==> src/design/ftsm_pkg.sv <==
`timescale 1ns / 1ps
// ----------------------------------------------------------------------------
// ftsm_pkg
// Shared constants and types for the floppy track sector mark scanner.
// ----------------------------------------------------------------------------
package ftsm_pkg;

    localparam int TRACK_BYTES_DEFAULT = 8192;
    localparam int MAX_SECTORS_PER_TRACK = 32;

    localparam int BYTE_W   = 8;
    localparam int COUNT_W  = 6;
    localparam int OFFSET_W = 13;
    localparam int SKIP_W   = 15;
    localparam int STEP_W   = 3;
    localparam int SIZE_W   = 3;
    localparam int TDATA_W  = 72;

    localparam logic [BYTE_W-1:0] ID_MARK      = 8'hFE;
    localparam logic [BYTE_W-1:0] DATA_MARK    = 8'hFB;
    localparam logic [BYTE_W-1:0] DELETED_MARK = 8'hF8;

    localparam logic [SIZE_W-1:0] MAX_SIZE_CODE = 3'd7;
    localparam logic [SKIP_W-1:0] ID_FIELD_SKIP = 15'd6;
    localparam logic [SKIP_W-1:0] CRC_BYTES     = 15'd2;
    localparam logic [SKIP_W-1:0] BASE_SECTOR   = 15'd128;

    localparam logic [STEP_W-1:0] STEP_IDLE  = 3'd0;
    localparam logic [STEP_W-1:0] STEP_FIRST = 3'd1;
    localparam logic [STEP_W-1:0] STEP_LAST  = 3'd4;

    localparam logic KIND_SECTOR  = 1'b0;
    localparam logic KIND_SUMMARY = 1'b1;

    // One queue entry: everything one track byte asks the back end to emit.
    typedef struct packed {
        logic                has_sector;
        logic                has_summary;
        logic [COUNT_W-1:0]  sector_index;
        logic [COUNT_W-1:0]  summary_count;
        logic [BYTE_W-1:0]   cylinder;
        logic [BYTE_W-1:0]   head;
        logic [BYTE_W-1:0]   record_number;
        logic [BYTE_W-1:0]   size_code;
        logic [OFFSET_W-1:0] id_offset;
        logic [OFFSET_W-1:0] data_offset;
        logic                deleted;
        logic                sector_overflow;
        logic                summary_overflow;
    } q_entry_t;

endpackage

==> src/design/ftsm_front.sv <==
`timescale 1ns / 1ps
// ----------------------------------------------------------------------------
// ftsm_front
// Scans track bytes for ID and data marks and posts records to the queue.
// ----------------------------------------------------------------------------
module ftsm_front #(
    parameter int TRACK_BYTES = ftsm_pkg::TRACK_BYTES_DEFAULT
) (
    input  logic                          clk,
    input  logic                          rst_n,
    input  logic                          byte_valid,
    output logic                          byte_ready,
    input  logic [ftsm_pkg::BYTE_W-1:0]   track_byte,
    input  logic                          last_of_track,
    output logic                          push_valid,
    input  logic                          push_ready,
    output ftsm_pkg::q_entry_t            push_entry
);

    localparam int POS_W = $clog2(TRACK_BYTES);
    localparam logic [POS_W-1:0] POS_MAX = POS_W'(TRACK_BYTES - 1);
    localparam logic [ftsm_pkg::COUNT_W-1:0] SECTOR_LIMIT =
        ftsm_pkg::COUNT_W'(ftsm_pkg::MAX_SECTORS_PER_TRACK);

    logic                           hunting_reg, hunting_next;
    logic [ftsm_pkg::SKIP_W-1:0]    skip_reg, skip_next;
    logic [POS_W-1:0]               pos_reg, pos_next;
    logic [ftsm_pkg::STEP_W-1:0]    step_reg, step_next;
    logic [ftsm_pkg::BYTE_W-1:0]    id_reg [4];
    logic [ftsm_pkg::BYTE_W-1:0]    id_next [4];
    logic [POS_W-1:0]               held_reg, held_next;
    logic [ftsm_pkg::COUNT_W-1:0]   sectors_reg, sectors_next;
    logic                           ovf_reg, ovf_next;

    logic                           accept;
    logic                           found_sector;
    logic                           ovf_mark;
    logic [ftsm_pkg::SIZE_W-1:0]    size_eff;
    logic [1:0]                     capture_idx;

    assign byte_ready = push_ready;
    assign accept     = byte_valid && push_ready;
    assign push_valid = accept && (found_sector || last_of_track);
    assign capture_idx = 2'(step_reg - ftsm_pkg::STEP_FIRST);
    assign size_eff = (id_reg[3] > 8'(ftsm_pkg::MAX_SIZE_CODE)) ? ftsm_pkg::MAX_SIZE_CODE
                                                               : id_reg[3][2:0];

    always_comb
    begin
        hunting_next = hunting_reg;
        skip_next    = skip_reg;
        step_next    = step_reg;
        id_next      = id_reg;
        held_next    = held_reg;
        sectors_next = sectors_reg;
        ovf_mark     = ovf_reg;
        found_sector = 1'b0;

        if (skip_reg != '0)
        begin
            skip_next = skip_reg - 15'd1;
            if (step_reg >= ftsm_pkg::STEP_FIRST && step_reg <= ftsm_pkg::STEP_LAST)
            begin
                id_next[capture_idx] = track_byte;
                step_next = (step_reg == ftsm_pkg::STEP_LAST) ? ftsm_pkg::STEP_IDLE
                                                              : step_reg + 3'd1;
            end
        end
        else if (!hunting_reg)
        begin
            if (track_byte == ftsm_pkg::ID_MARK)
            begin
                held_next = pos_reg;
                if (sectors_reg < SECTOR_LIMIT)
                    sectors_next = sectors_reg + 6'd1;
                else
                    ovf_mark = 1'b1;
                step_next    = ftsm_pkg::STEP_FIRST;
                skip_next    = ftsm_pkg::ID_FIELD_SKIP;
                hunting_next = 1'b1;
            end
        end
        else if (track_byte == ftsm_pkg::DATA_MARK || track_byte == ftsm_pkg::DELETED_MARK)
        begin
            found_sector = 1'b1;
            skip_next    = (ftsm_pkg::BASE_SECTOR << size_eff) + ftsm_pkg::CRC_BYTES;
            hunting_next = 1'b0;
        end

        ovf_next = ovf_mark;
        pos_next = pos_reg;
        if (last_of_track)
        begin
            // The track is finished: every piece of scan state rearms.
            hunting_next = 1'b0;
            skip_next    = '0;
            pos_next     = '0;
            step_next    = ftsm_pkg::STEP_IDLE;
            for (int i = 0; i < 4; i++)
                id_next[i] = '0;
            held_next    = '0;
            sectors_next = '0;
            ovf_next     = 1'b0;
        end
        else if (pos_reg < POS_MAX)
            pos_next = pos_reg + POS_W'(1);
        else
            ovf_next = 1'b1;
    end

    always_comb
    begin
        push_entry.has_sector       = found_sector;
        push_entry.has_summary      = last_of_track;
        push_entry.sector_index     = (sectors_reg != '0) ? sectors_reg - 6'd1 : '0;
        push_entry.summary_count    = (last_of_track) ? 6'(sectors_reg + 6'(ovf_mark & 1'b0))
                                                      : sectors_reg;
        push_entry.cylinder         = id_reg[0];
        push_entry.head             = id_reg[1];
        push_entry.record_number    = id_reg[2];
        push_entry.size_code        = id_reg[3];
        push_entry.id_offset        = ftsm_pkg::OFFSET_W'(held_reg);
        push_entry.data_offset      = ftsm_pkg::OFFSET_W'(pos_reg);
        push_entry.deleted          = (track_byte == ftsm_pkg::DELETED_MARK);
        push_entry.sector_overflow  = ovf_reg;
        push_entry.summary_overflow = ovf_mark;
        // The count after this byte's own ID mark, if it carried one.
        if (skip_reg == '0 && !hunting_reg && track_byte == ftsm_pkg::ID_MARK
            && sectors_reg < SECTOR_LIMIT)
            push_entry.summary_count = sectors_reg + 6'd1;
    end

    always_ff @(posedge clk or negedge rst_n)
    begin
        if (!rst_n)
        begin
            hunting_reg <= 1'b0;
            skip_reg    <= '0;
            pos_reg     <= '0;
            step_reg    <= ftsm_pkg::STEP_IDLE;
            for (int i = 0; i < 4; i++)
                id_reg[i] <= '0;
            held_reg    <= '0;
            sectors_reg <= '0;
            ovf_reg     <= 1'b0;
        end
        else if (accept)
        begin
            hunting_reg <= hunting_next;
            skip_reg    <= skip_next;
            pos_reg     <= pos_next;
            step_reg    <= step_next;
            id_reg      <= id_next;
            held_reg    <= held_next;
            sectors_reg <= sectors_next;
            ovf_reg     <= ovf_next;
        end
    end

endmodule

==> src/design/ftsm_queue.sv <==
`timescale 1ns / 1ps
// ----------------------------------------------------------------------------
// ftsm_queue
// Two-entry record queue between the scanner and the output sequencer.
// ----------------------------------------------------------------------------
module ftsm_queue (
    input  logic               clk,
    input  logic               rst_n,
    input  logic               push_valid,
    output logic               push_ready,
    input  ftsm_pkg::q_entry_t push_entry,
    output logic               pop_valid,
    input  logic               pop_ready,
    output ftsm_pkg::q_entry_t pop_entry
);

    ftsm_pkg::q_entry_t entry_reg [2];
    logic               wr_ptr_reg, wr_ptr_next;
    logic               rd_ptr_reg, rd_ptr_next;
    logic [1:0]         count_reg, count_next;
    logic               do_push, do_pop;

    assign push_ready = (count_reg != 2'd2);
    assign pop_valid  = (count_reg != 2'd0);
    assign pop_entry  = entry_reg[rd_ptr_reg];
    assign do_push    = push_valid && push_ready;
    assign do_pop     = pop_valid && pop_ready;

    always_comb
    begin
        wr_ptr_next = wr_ptr_reg ^ do_push;
        rd_ptr_next = rd_ptr_reg ^ do_pop;
        count_next  = count_reg;
        if (do_push && !do_pop)
            count_next = count_reg + 2'd1;
        else if (do_pop && !do_push)
            count_next = count_reg - 2'd1;
    end

    always_ff @(posedge clk or negedge rst_n)
    begin
        if (!rst_n)
        begin
            wr_ptr_reg <= 1'b0;
            rd_ptr_reg <= 1'b0;
            count_reg  <= 2'd0;
        end
        else
        begin
            wr_ptr_reg <= wr_ptr_next;
            rd_ptr_reg <= rd_ptr_next;
            count_reg  <= count_next;
        end
    end

    always_ff @(posedge clk)
    begin
        if (do_push)
            entry_reg[wr_ptr_reg] <= push_entry;
    end

endmodule

==> src/design/ftsm_back.sv <==
`timescale 1ns / 1ps
// ----------------------------------------------------------------------------
// ftsm_back
// Turns each queued entry into one or two output records.
// ----------------------------------------------------------------------------
module ftsm_back (
    input  logic                           clk,
    input  logic                           rst_n,
    input  logic                           pop_valid,
    output logic                           pop_ready,
    input  ftsm_pkg::q_entry_t             pop_entry,
    output logic                           out_valid,
    input  logic                           out_ready,
    output logic [ftsm_pkg::TDATA_W-1:0]   out_data,
    output logic                           out_kind,
    output logic                           out_last
);

    // Set once the sector record of a two-record entry has gone out.
    logic phase_reg, phase_next;
    logic show_sector;
    logic take;

    assign show_sector = pop_entry.has_sector && !phase_reg;
    assign out_valid   = pop_valid;
    assign out_kind    = show_sector ? ftsm_pkg::KIND_SECTOR : ftsm_pkg::KIND_SUMMARY;
    assign out_last    = !show_sector || !pop_entry.has_summary;
    assign take        = out_valid && out_ready;
    assign pop_ready   = out_ready && out_last;

    always_comb
    begin
        if (show_sector)
            out_data = {6'd0,
                        pop_entry.sector_overflow,
                        pop_entry.deleted,
                        pop_entry.data_offset,
                        pop_entry.id_offset,
                        pop_entry.size_code,
                        pop_entry.record_number,
                        pop_entry.head,
                        pop_entry.cylinder,
                        pop_entry.sector_index};
        else
            out_data = {6'd0,
                        pop_entry.summary_overflow,
                        59'd0,
                        pop_entry.summary_count};
    end

    always_comb
    begin
        phase_next = phase_reg;
        if (take)
            phase_next = !out_last;
    end

    always_ff @(posedge clk or negedge rst_n)
    begin
        if (!rst_n)
            phase_reg <= 1'b0;
        else
            phase_reg <= phase_next;
    end

endmodule

==> src/design/floppy_track_sector_mark_scanner.sv <==
`timescale 1ns / 1ps
// ----------------------------------------------------------------------------
// floppy_track_sector_mark_scanner
// Scans a raw track byte stream for ID and data address marks and reports
// one record per sector found plus a summary at the end of each track.
//
//   Channel   Dir  Payload                                  Marker
//   s_axis    in   tdata[7:0] track_byte                    tlast last_of_track
//   m_axis    out  tdata: sector fields, see port comment    tuser record_kind,
//                                                           tlast last
//
// One track byte is taken every cycle; the scanner updates its state in the
// same cycle. Records pass through a two-entry queue to the output sequencer,
// which sends one record per cycle while m_axis_tready is high; a byte ending a
// sector and the track yields two records. The scanner stalls only when the
// queue is full. Asynchronous reset clears all scan state; no clearing pass.
// ----------------------------------------------------------------------------
module floppy_track_sector_mark_scanner #(
    parameter int TRACK_BYTES = ftsm_pkg::TRACK_BYTES_DEFAULT
) (
    input  logic                          clk,
    input  logic                          rst_n,
    input  logic                          s_axis_tvalid,
    output logic                          s_axis_tready,
    // [7:0] track_byte
    input  logic [7:0]                    s_axis_tdata,
    input  logic                          s_axis_tlast,
    output logic                          m_axis_tvalid,
    input  logic                          m_axis_tready,
    // [5:0] sector_index, [13:6] cylinder, [21:14] head, [29:22] record_number,
    // [37:30] size_code, [50:38] id_offset, [63:51] data_offset, [64] deleted,
    // [65] overflow, [71:66] zero
    output logic [ftsm_pkg::TDATA_W-1:0]  m_axis_tdata,
    // [0] record_kind
    output logic                          m_axis_tuser,
    output logic                          m_axis_tlast
);

    logic               push_valid, push_ready;
    ftsm_pkg::q_entry_t push_entry;
    logic               pop_valid, pop_ready;
    ftsm_pkg::q_entry_t pop_entry;

    ftsm_front #(
        .TRACK_BYTES (TRACK_BYTES)
    ) u_front (
        .clk           (clk),
        .rst_n         (rst_n),
        .byte_valid    (s_axis_tvalid),
        .byte_ready    (s_axis_tready),
        .track_byte    (s_axis_tdata),
        .last_of_track (s_axis_tlast),
        .push_valid    (push_valid),
        .push_ready    (push_ready),
        .push_entry    (push_entry)
    );

    ftsm_queue u_queue (
        .clk        (clk),
        .rst_n      (rst_n),
        .push_valid (push_valid),
        .push_ready (push_ready),
        .push_entry (push_entry),
        .pop_valid  (pop_valid),
        .pop_ready  (pop_ready),
        .pop_entry  (pop_entry)
    );

    ftsm_back u_back (
        .clk       (clk),
        .rst_n     (rst_n),
        .pop_valid (pop_valid),
        .pop_ready (pop_ready),
        .pop_entry (pop_entry),
        .out_valid (m_axis_tvalid),
        .out_ready (m_axis_tready),
        .out_data  (m_axis_tdata),
        .out_kind  (m_axis_tuser),
        .out_last  (m_axis_tlast)
    );

endmodule

==> config.mk <==
export PLATFORM = sky130hd
export DESIGN_NAME = floppy_track_sector_mark_scanner
export DESIGN_NICKNAME = d
export VERILOG_FILES = /design/src/design/ftsm_pkg.sv /design/src/design/ftsm_front.sv /design/src/design/ftsm_queue.sv /design/src/design/ftsm_back.sv /design/src/design/floppy_track_sector_mark_scanner.sv
export SDC_FILE = /design/constraint.sdc
export NUM_CORES = 1
export LEC_CHECK = 0
export BUFFER_PORTS_ARGS = -buffer_cell sky130_fd_sc_hd__buf_2
export CORE_MARGIN = 2
export CORE_UTILIZATION = 25
export DETAILED_ROUTE_END_ITERATION = 10
export PLACE_DENSITY = 0.47
export SYNTH_ARGS = -nofsm -noshare
export SYNTH_HDL_FRONTEND = slang
export SYNTH_HIERARCHICAL = 1
export SYNTH_SLANG_ARGS = --single-unit
==> constraint.sdc <==
create_clock -name clk -period 5.1 [get_ports clk]
set_input_delay 1.02 -clock clk [delete_from_list [all_inputs] [get_ports clk]]
set_output_delay 1.02 -clock clk [all_outputs]
set_load 0.01 [all_outputs]
; Word-level counts from Yosys, hierarchy flattened
; Memories as Yosys holds them, arrays and structs flattened.
; Index checks and enable logic that the tools add are counted.
; Widths: inputs -> output; s select.
[word_totals]
memories = 1
ff_bits = 89
ram_bits = 150
rom_bits = 0
input_bits = 13
latchBits = 0
[op_classes]
muxes = 51
n_reduce_logical = 43
n_shift = 1
order_cmp = 7
n_addsub = 9
multipliers = 0
div_mod_pow = 0
eq_ne = 10
bitwise = 3
[memory_table]
columns = name, words, width, read_ports, rd_clocked_by_memory_dff, write_ports, line_no
row1 = u_queue.entry_reg, 2, 75, 1, 0, 1, ftsm_queue.sv:17  ; ftsm_pkg::q_entry_t entry_reg [2];
[ops]
columns = op, count
row1 = $mux 32, 3
row2 = $mux 13, 6
row3 = $mux 15, 5
row4 = $mux 66, 1
row5 = $mux 6, 7
row6 = $bwmux 32, 1
row7 = $eq 8x8->1 const B, 3
row8 = $mux 3, 7
row9 = $mux 1, 17
row10 = $demux 8 s2, 1
row11 = $add 15x2->15 const B, 1
row12 = $logic_not 15->1, 1
row13 = $reduce_bool 15->1, 1
row14 = $shl 8x3->15 const A, 1
row15 = $sub 15x1->15 const B, 1
row16 = $logic_and 1x1->1, 14
row17 = $reduce_bool 2->1, 7
row18 = $add 13x1->13 const B, 1
row19 = $lt 13x13->1 const B, 1
row20 = $gt 8x3->1 const B, 1
row21 = $mux 8, 1
row22 = $reduce_and 4->1, 2
row23 = $logic_not 1->1, 7
row24 = $add 6x1->6 const B, 1
row25 = other kinds (23), 33

; Logic depth before layout (Yosys ltp)
; Gate-level depths: netlist of the first run.
[depth]
depth_word = 12
mapped_depth = 12
ltp_nobuf = 12

; Cells and area by module
; The synthesis of the first run kept the hierarchy.
[by_module_without_submodules]
columns = module, instances, cells_each, area_each_um2
row1 = ftsm_queue, 1, 251, 5773.0
row2 = ftsm_front, 1, 544, 4988.5
row3 = ftsm_back, 1, 88, 643.1

; Worst setup path after synthesis of the first run
; Ideal clock, no wire load.
[synth_path]
path_type = input to register
from = input s_axis_tdata[7]
to = memory u_queue/entry_reg[1][0] (netlist bit), enable pin
path_slack_ns = 0.793
setup_ns = 0.442
path_stages = 7
arrival_ns = 3.866
path_cell_list = and4_1 > nand2_1 > nor4_1 > and2_1 > o21a_1 > and2_1 > ha_1
[synth_via]
elab_chain_cells = 10
[synth_rtl]
columns = element, line_no
row1 = from (decl), floppy_track_sector_mark_scanner.sv:26  ; input logic [7:0] s_axis_tdata,
row2 = $eq 8x8->1, ftsm_front.sv:83  ; else if (track_byte == ftsm_pkg::DATA_MARK || track_byte == ftsm_pkg::DELETED_MARK)
row3 = $logic_or 1x1->1 (*), ftsm_front.sv:83
row4 = $mux 1 (*), ftsm_front.sv:83
row5 = $mux 1 (*), ftsm_front.sv:69  ; else if (!hunting_reg)
row6 = $mux 1 (*), ftsm_front.sv:59  ; if (skip_reg != '0)
row7 = net u_front.found_sector, ftsm_front.sv:36  ; logic found_sector;
row8 = $logic_or 1x1->1 (*), ftsm_front.sv:43  ; assign push_valid = accept && (found_sector || last_of_track);
row9 = $logic_and 1x1->1 (*), ftsm_front.sv:43
row10 = net push_valid, floppy_track_sector_mark_scanner.sv:39  ; logic push_valid, push_ready;
row11 = $logic_and 1x1->1 (*), ftsm_queue.sv:26  ; assign do_push = push_valid && push_ready;
row12 = $mux 1 (*), ftsm_queue.sv:58  ; if (do_push)
row13 = $mux 1 (not written as such) (*), ftsm_queue.sv:59  ; entry_reg[wr_ptr_reg] <= push_entry;
row14 = to (decl), ftsm_queue.sv:17
; The timed path passes the listed nets; every way through them passes the cells marked *.

==> results of run 1 <==
## stage by stage
step | std cells | total power [mW] | worst slack [ns] | cell area, µm²
global route | 1566 | 7.57 | 0.804 | 13200
global placement | 1522 | 5.41 | 1.22 | 12400
floorplan | 888 | 4.67 | 0.793 | 11400
detailed placement | 1522 | 5.43 | 1.22 | 12400
CTS | 1566 | 7.24 | 0.899 | 13200
finish | 1566 | 7.11 | 1.11 | 13200
## Yosys cell counts (6+ instances only)
| cell type | count |
|---|---|
| a22oi_1 | 7 |
| buf_2 | 7 |
| nor3_1 | 21 |
| nor2b_1 | 13 |
| nand4_1 | 7 |
| a21oi_1 | 16 |
| nor4_1 | 8 |
| nand2_1 | 68 |
| mux2_4 | 47 |
| edfxtp_1 | 150 |
| ha_1 | 15 |
| nand3_1 | 13 |
| o21ai_0 | 57 |
| nor3b_1 | 6 |
| inv_1 | 15 |
| buf_4 | 15 |
| nor2_1 | 34 |
| mux2_2 | 41 |
| and3_1 | 10 |
| a31o_2 | 11 |
| xnor2_1 | 10 |
| and2_1 | 64 |
| clkbuf_1 | 27 |
| mux2i_1 | 34 |
| dfrtp_1 | 89 |
## final timing paths
check | start | endpoint | slack [ns] | depth (start not counted)
max in group asynchronous | rst_n | u_front/skip_reg[8]$_DFFE_PN0P_ | 3.51 | 2
min | u_front/held_reg[12]$_DFFE_PN0P_ | u_queue/entry_reg[0][28]$_DFFE_PP_ | 0.46 | 0
max | u_queue/rd_ptr_reg$_DFF_PN0_ | m_axis_tdata[59] | 1.11 | 5
max reg2reg | u_front/skip_reg[5]$_DFFE_PN0P_ | u_queue/entry_reg[1][31]$_DFFE_PP_ | 1.56 | 8
min in group asynchronous | rst_n | u_front/held_reg[1]$_DFFE_PN0P_ | 0.64 | 1
min reg2reg | u_front/held_reg[12]$_DFFE_PN0P_ | u_queue/entry_reg[0][28]$_DFFE_PP_ | 0.46 | 0
## per-layer routing
metal  share of wire (%)  vias to the layer above  global-route usage (%)
li1                    -                     3355                       -
met1                  46                     3537                    14.8
met2                  49                      111                    18.9
met3                 3.3                       28                    1.37
met4                 1.5                        0                    2.81
met5                   0                        -                       0
## power groups by stage
| stage | Combinational (mW) | Sequential [mW] | Clock (mW) |
|---|---|---|---|
| detailed placement | 2.46 | 2.98 | 0 |
| finish | 2.40 | 2.93 | 1.77 |
| global route | 2.67 | 3.00 | 1.90 |
| CTS | 2.47 | 2.94 | 1.83 |
| floorplan | 1.87 | 2.80 | 0 |
| global placement | 2.45 | 2.96 | 0 |
## cells by family (layout without fill, tap and decap cells)
kind of cell	count (synthesis)	after routing
mux	122	122
fa+ha+maj	15	15
buf+inv	76	154
compound gates	133	133
simple gates	282	282
other cells	1	6
flops	239	239
xor+xnor	15	15
## layout make-up
| class | instances | share of cell area [%] |
|---|---|---|
| inverters | 16 | 0.493 |
| repair buffers | 94 | 4.00 |
| clock buffers | 34 | 5.22 |
| multi-input cells | 573 | 32.8 |
| flip-flops and latches | 239 | 51.0 |
| clock inverters | 10 | 0.768 |
| well taps | 600 | 5.69 |
## worst register-to-register path: cells and delay by family, from the launching register on
kind	cells	cell delay, ns
AO/OA/AOI/OAI	1	0.11
buffers and inverters	1	0.32
adder cells (fa/ha/maj)	1	0.53
flip-flops	1	0.45
AND/OR/NAND/NOR	5	1.76
==> impl_metrics.tcl, run 1 <==
set metrics [dict create \
    swShare_pct 33.9 \
    grt-ovfl-total 0 \
    io_pins 89 \
    critPathSlowestCell "dfrtp_4" \
    wl_per_cell_um 16.9 \
    required_ns 4.08 \
    globalRouteTotalUtil_pct 11.0 \
    tns_ns 0 \
    hold_viol 0 \
    crit_type "flop to primary output" \
    clock-sinks 239 \
    ff_latch_area_um2 6740 \
    worst_pin_slew_ns 1.35 \
    drc 0 \
    grt_pass1_vias 6918 \
    muxShareOfSynthArea_pct 13.2 \
    ys_seq_area_share_pct 59.0 \
    max_stage_delay_ns 0.74 \
    cts.clk_slew.worst_paths_ns 0.06 \
    synth_edf_count 150 \
    dieWidth_um 218 \
    numPortBuffers 82 \
    outcome "completed" \
    arrival_ns 2.97 \
    end_kind "primary output" \
    die_h_um 218 \
    cts_inserted_buffers 24 \
    drt_first_iter_violations 448 \
    maxSlewHeadroom_pct 9.14 \
    cp_num_buf_inv 2 \
    clockPowerShare_pct 24.9 \
    ir_worst_vdd_mv 0.229 \
    antenna_found_initial 0 \
    vias 7031 \
    ctsResizeCount 0 \
    cts_root_buf "clkbuf_16" \
    die_area_um2 47300 \
    ant_nets 0 \
    rsz0062_at_grt "no" \
    final_common_cell "edfxtp_1" \
    area_growth_pct 15.7 \
    power_frac_comb_pct 33.8 \
    final_nets 976 \
    postCtsSetupBuffers 0 \
    hpwl_mm 16.8 \
    drv_slew 0 \
    clock_skew_ns 0.0242 \
    whs_ns 0.463 \
    synth_top_family_by_area "simple AND/OR/NAND/NOR gates" \
    yosysWarningCount 6 \
    synth_cells 883 \
    largest_reg_flops 150 \
    yosysTopAreaCellShare_pct 39.5 \
    n_fill_cell 4567 \
    synth.distinct_cells 75 \
    antennaDiodeCount 0 \
    p_sw_mw 2.41 \
    final_core_util_pct 29.2 \
    clock.fmax_mhz 250 \
    cts_buffer_depth 3 \
    critPathTopFamily "simple AND/OR/NAND/NOR gates" \
    min_path_type "flop to flop" \
    p_seq_share_pct 41.3 \
    maxCapViolations 0 \
    clock_latency_ns 0.53 \
    synth-simple-area-share_pct 13.9 \
    cp-start-kind "flop" \
    htree_levels 1 \
    grt_max_degree 69 \
    synthArstFlopShare_pct 37.2 \
    syn_area_um2 11400 \
    synth_area_leader_cell "edfxtp_1" \
    ys_seq_elements 239 \
    mostFrequentLayoutCells "edfxtp_1 (150), dfrtp_1 (88), buf_2 (81)" \
    synthXorXnorAreaFrac_pct 1.15 \
    power.internal_mw 4.70 \
    num_rows 78 \
    period_needed_ns 3.99 \
    synth-compound-area-share_pct 7.54 \
    syn_area_per_cell_um2 12.9 \
    post-route-period-util_pct 78.3 \
    yosys_most_used_dff "edfxtp_1" \
    crit_fanout 33 \
    start_util_pct 25.2 \
    cts_tree "done" \
    drive_gt1_share_pct 25.6 \
    setup_viol 0 \
    p_leak_nw 5.32 \
    synth-adder-area-share_pct 1.65 \
    grt_first_pass_wirelength_mm 41.2 \
    path_cells "mux2_2 > nor2b_4 > buf_4 > and2_1 > buf_2" \
    multi_input_area_um2 4330 \
    gp_congestion 0.761 \
    synth_area_leaders "edfxtp_1 (39%), dfrtp_1 (20%), mux2_4 (6.2%)" \
    dr.pass1.iters 5 \
    postCtsHoldBufs 0 \
    wl_mm 26.4 \
    core-area_um2 45200 \
    power_density_nw_per_um2 538 \
    avgViaCountPerCell 4.49 \
]
(Power assumes the default switching activity.)
==> run 2, diff against run 1 <==
--- a/config.mk
+++ b/config.mk
@@ -5,6 +5,7 @@
 export SDC_FILE = /design/constraint.sdc
 export NUM_CORES = 1
 export LEC_CHECK = 0
+export ABC_AREA = 1
 export BUFFER_PORTS_ARGS = -buffer_cell sky130_fd_sc_hd__buf_2
 export CORE_MARGIN = 2
 export CORE_UTILIZATION = 25
==> constraint.sdc (replaced) <==
create_clock -name clk -period 3.95 [get_ports clk]
set_input_delay 0.79 -clock clk [delete_from_list [all_inputs] [get_ports clk]]
set_output_delay 0.79 -clock clk [all_outputs]
set_load 0.01 [all_outputs]
==> run 2 against run 1 <==
- first-iteration DRC count grew 20%
- hold slack lost 0.26 ns
- area after synthesis grew 0.23%
- largest power group unchanged
==> impl_metrics.tcl, run 2 <==
set metrics [dict create \
    period_needed_ns 3.13 \
    wl_mm 28.0 \
    n_fill_cell 4794 \
    cp_num_buf_inv 5 \
    grt-ovfl-total 0 \
    place_ws_ns 0.667 \
    power.internal_mw 5.70 \
    ctsResizeCount 0 \
    area_growth_pct 16.1 \
    ys_seq_elements 239 \
    required_ns 3.16 \
    critPathTopFamily "buffers and inverters" \
    start_util_pct 25.2 \
    drv_slew 0 \
    synth-adder-area-share_pct 1.64 \
    drt_first_iter_violations 536 \
    synth.distinct_cells 40 \
    vias 8268 \
    final_nets 1374 \
    yosysMostFrequentCell "nand2_1" \
    clock-sinks 239 \
    p_seq_share_pct 38.1 \
    power_density_nw_per_um2 703 \
    synthXorXnorAreaFrac_pct 0.460 \
    cp-start-kind "flop" \
    core-area_um2 45300 \
    antenna_found_initial 2 \
    synth_cells 1271 \
    avgViaCountPerCell 4.20 \
    clock.fmax_mhz 320 \
    cp.depth 9 \
    fin_ws_ns 0.822 \
    crit_type "flop to primary output" \
    r2r_slack_ns 0.94 \
    synth-simple-area-share_pct 27.3 \
    end_kind "primary output" \
    outcome "completed" \
    placed_cell_area_um2 12400 \
    drive_gt1_share_pct 14.8 \
    drc 0 \
    synthArstFlopShare_pct 37.2 \
    rr_worst_depth 12 \
    cts_buffer_depth 3 \
    numPortBuffers 82 \
    swShare_pct 39.0 \
    hpwl_mm 19.4 \
    synth-compound-area-share_pct 4.02 \
    clock_latency_ns 0.53 \
    dr.pass1.iters 5 \
    synth_common_cells "nand2_1 (498), edfxtp_1 (150), inv_1 (122)" \
    yosys_most_used_dff "edfxtp_1" \
    synth_area_leader_cell "edfxtp_1" \
    cts_inserted_buffers 27 \
    synth_edf_count 150 \
    rr_endpoint "u_queue/entry_reg[1][33]$_DFFE_PP_" \
    hold_viol 0 \
    final_common_cell "nand2_1" \
    syn_area_um2 11400 \
    mostFrequentLayoutCells "nand2_1 (498), edfxtp_1 (150), inv_1 (122)" \
    arrival_ns 2.34 \
    stdcell_area_um2 13300 \
    yosysTopAreaCellShare_pct 39.4 \
    crit_fanout 32 \
    path_cells "inv_2 > nand2_1 > nand2_1 > inv_1 > nor2_4 > inv_2 > buf_4 > nor2_1 > buf_2" \
    worst_pin_slew_ns 0.901 \
    cts.clk_slew.worst_paths_ns 0.06 \
    post-route-period-util_pct 79.2 \
    globalRouteTotalUtil_pct 11.9 \
    setup_viol 0 \
    io_pins 89 \
    max_stage_delay_ns 0.41 \
    dieWidth_um 218 \
    r2r_start "u_front/skip_reg[0]$_DFFE_PN0P_" \
    clockPowerShare_pct 25.8 \
    yosysWarningCount 6 \
    largest_reg_flops 150 \
    postCtsHoldBufs 0 \
    critPathSlowestCell "dfrtp_2" \
    synth_area_leaders "edfxtp_1 (39%), dfrtp_1 (19%), nand2_1 (16%)" \
    maxSlewHeadroom_pct 39.4 \
    grt_first_pass_wirelength_mm 44.9 \
    power_frac_comb_pct 36.1 \
    cts_root_buf "clkbuf_16" \
    die_h_um 218 \
    muxShareOfSynthArea_pct 0 \
    ys_seq_area_share_pct 58.9 \
    wl_per_cell_um 14.3 \
    min_path_type "input port to async pin" \
    die_area_um2 47400 \
    grt_max_degree 76 \
    maxCapViolations 0 \
    grt_pass1_vias 7996 \
    ant_nets 0 \
    p_sw_mw 3.63 \
    p_leak_nw 6.11 \
    postCtsSetupBuffers 0 \
    syn_area_per_cell_um2 8.99 \
    rsz0062_at_grt "no" \
    synth_top_family_by_area "simple AND/OR/NAND/NOR gates" \
    clock_skew_ns 0.00914 \
    num_rows 78 \
    cts_tree "done" \
    gp_congestion 0.854 \
    ir_worst_vdd_mv 0.378 \
    htree_levels 1 \
]
==> run 2: kinds of logic (layout without fill, tap and decap cells) <==
| group | after synthesis | count (layout) |
|---|---|---|
| adder cells (fa/ha/maj) | 15 | 15 |
| AO/OA/AOI/OAI | 75 | 75 |
| other | 1 | 7 |
| buffers and inverters | 188 | 278 |
| AND/OR/NAND/NOR | 747 | 747 |
| XOR/XNOR | 6 | 6 |
| flip-flops | 239 | 239 |
==> run 2: stage by stage <==
stage	util (%)	cells	total power, mW	hold WS [ns]	setup TNS (ns)
after floorplan	-	1276	5.99	0.442	-25.76
after global placement	27.4	1917	7.05	0.450	0
after detailed placement	27.4	1917	7.07	0.455	0
after CTS	29.3	1966	9.52	0.197	0
after global routing	29.3	1966	10.1	0.215	0
final	29.3	1967	9.33	0.199	0
==> run 2: metal layers <==
| metal | global-route usage (%) | vias up | routed length, µm |
|---|---|---|---|
| met4 | 2.99 | 2 | 531 |
| met2 | 19.8 | 121 | 13400 |
| met1 | 15.8 | 3908 | 12900 |
| li1 | - | 4201 | - |
| met3 | 2.23 | 36 | 1180 |
| met5 | 0 | - | 13 |
==> run 2: worst max-delay path by stage <==
stage	from	end	slack [ns]
3_5_place_dp	s_axis_tdata[2]	u_queue/entry_reg[1][34]$_DFFE_PP_	0.67
3_3_place_gp	s_axis_tdata[2]	u_queue/entry_reg[1][34]$_DFFE_PP_	0.68
5_1_grt	u_queue/rd_ptr_reg$_DFF_PN0_	m_axis_tdata[60]	0.60
2_1_floorplan	s_axis_tdata[1]	u_queue/entry_reg[1][0]$_DFFE_PP_	-0.17
4_1_cts	u_queue/rd_ptr_reg$_DFF_PN0_	m_axis_tdata[60]	0.69
6_report	u_queue/rd_ptr_reg$_DFF_PN0_	m_axis_tdata[60]	0.82
==> run 2: cell type report <==
class / count / area, µm² / share of cell area (%)
clock buffer: 38 / 757 / 5.70
tap: 600 / 751 / 5.66
multi-input combinational: 849 / 3860 / 29.1
clock inverter: 11 / 93.8 / 0.707
timing repair buffer: 97 / 576 / 4.34
sequential: 239 / 6730 / 50.7
antenna: 1 / 2.50 / 0.0189
inverter: 132 / 495 / 3.73
==> run 2: power by group through the flow <==
stage          combinational, mW  sequential, mW  clock, mW
4_1_cts                     3.48            3.56       2.48
5_1_grt                     3.89            3.62       2.58
6_report                    3.37            3.56       2.41
3_5_place_dp                3.46            3.61          0
3_3_place_gp                3.45            3.59          0
2_1_floorplan               2.47            3.52          0
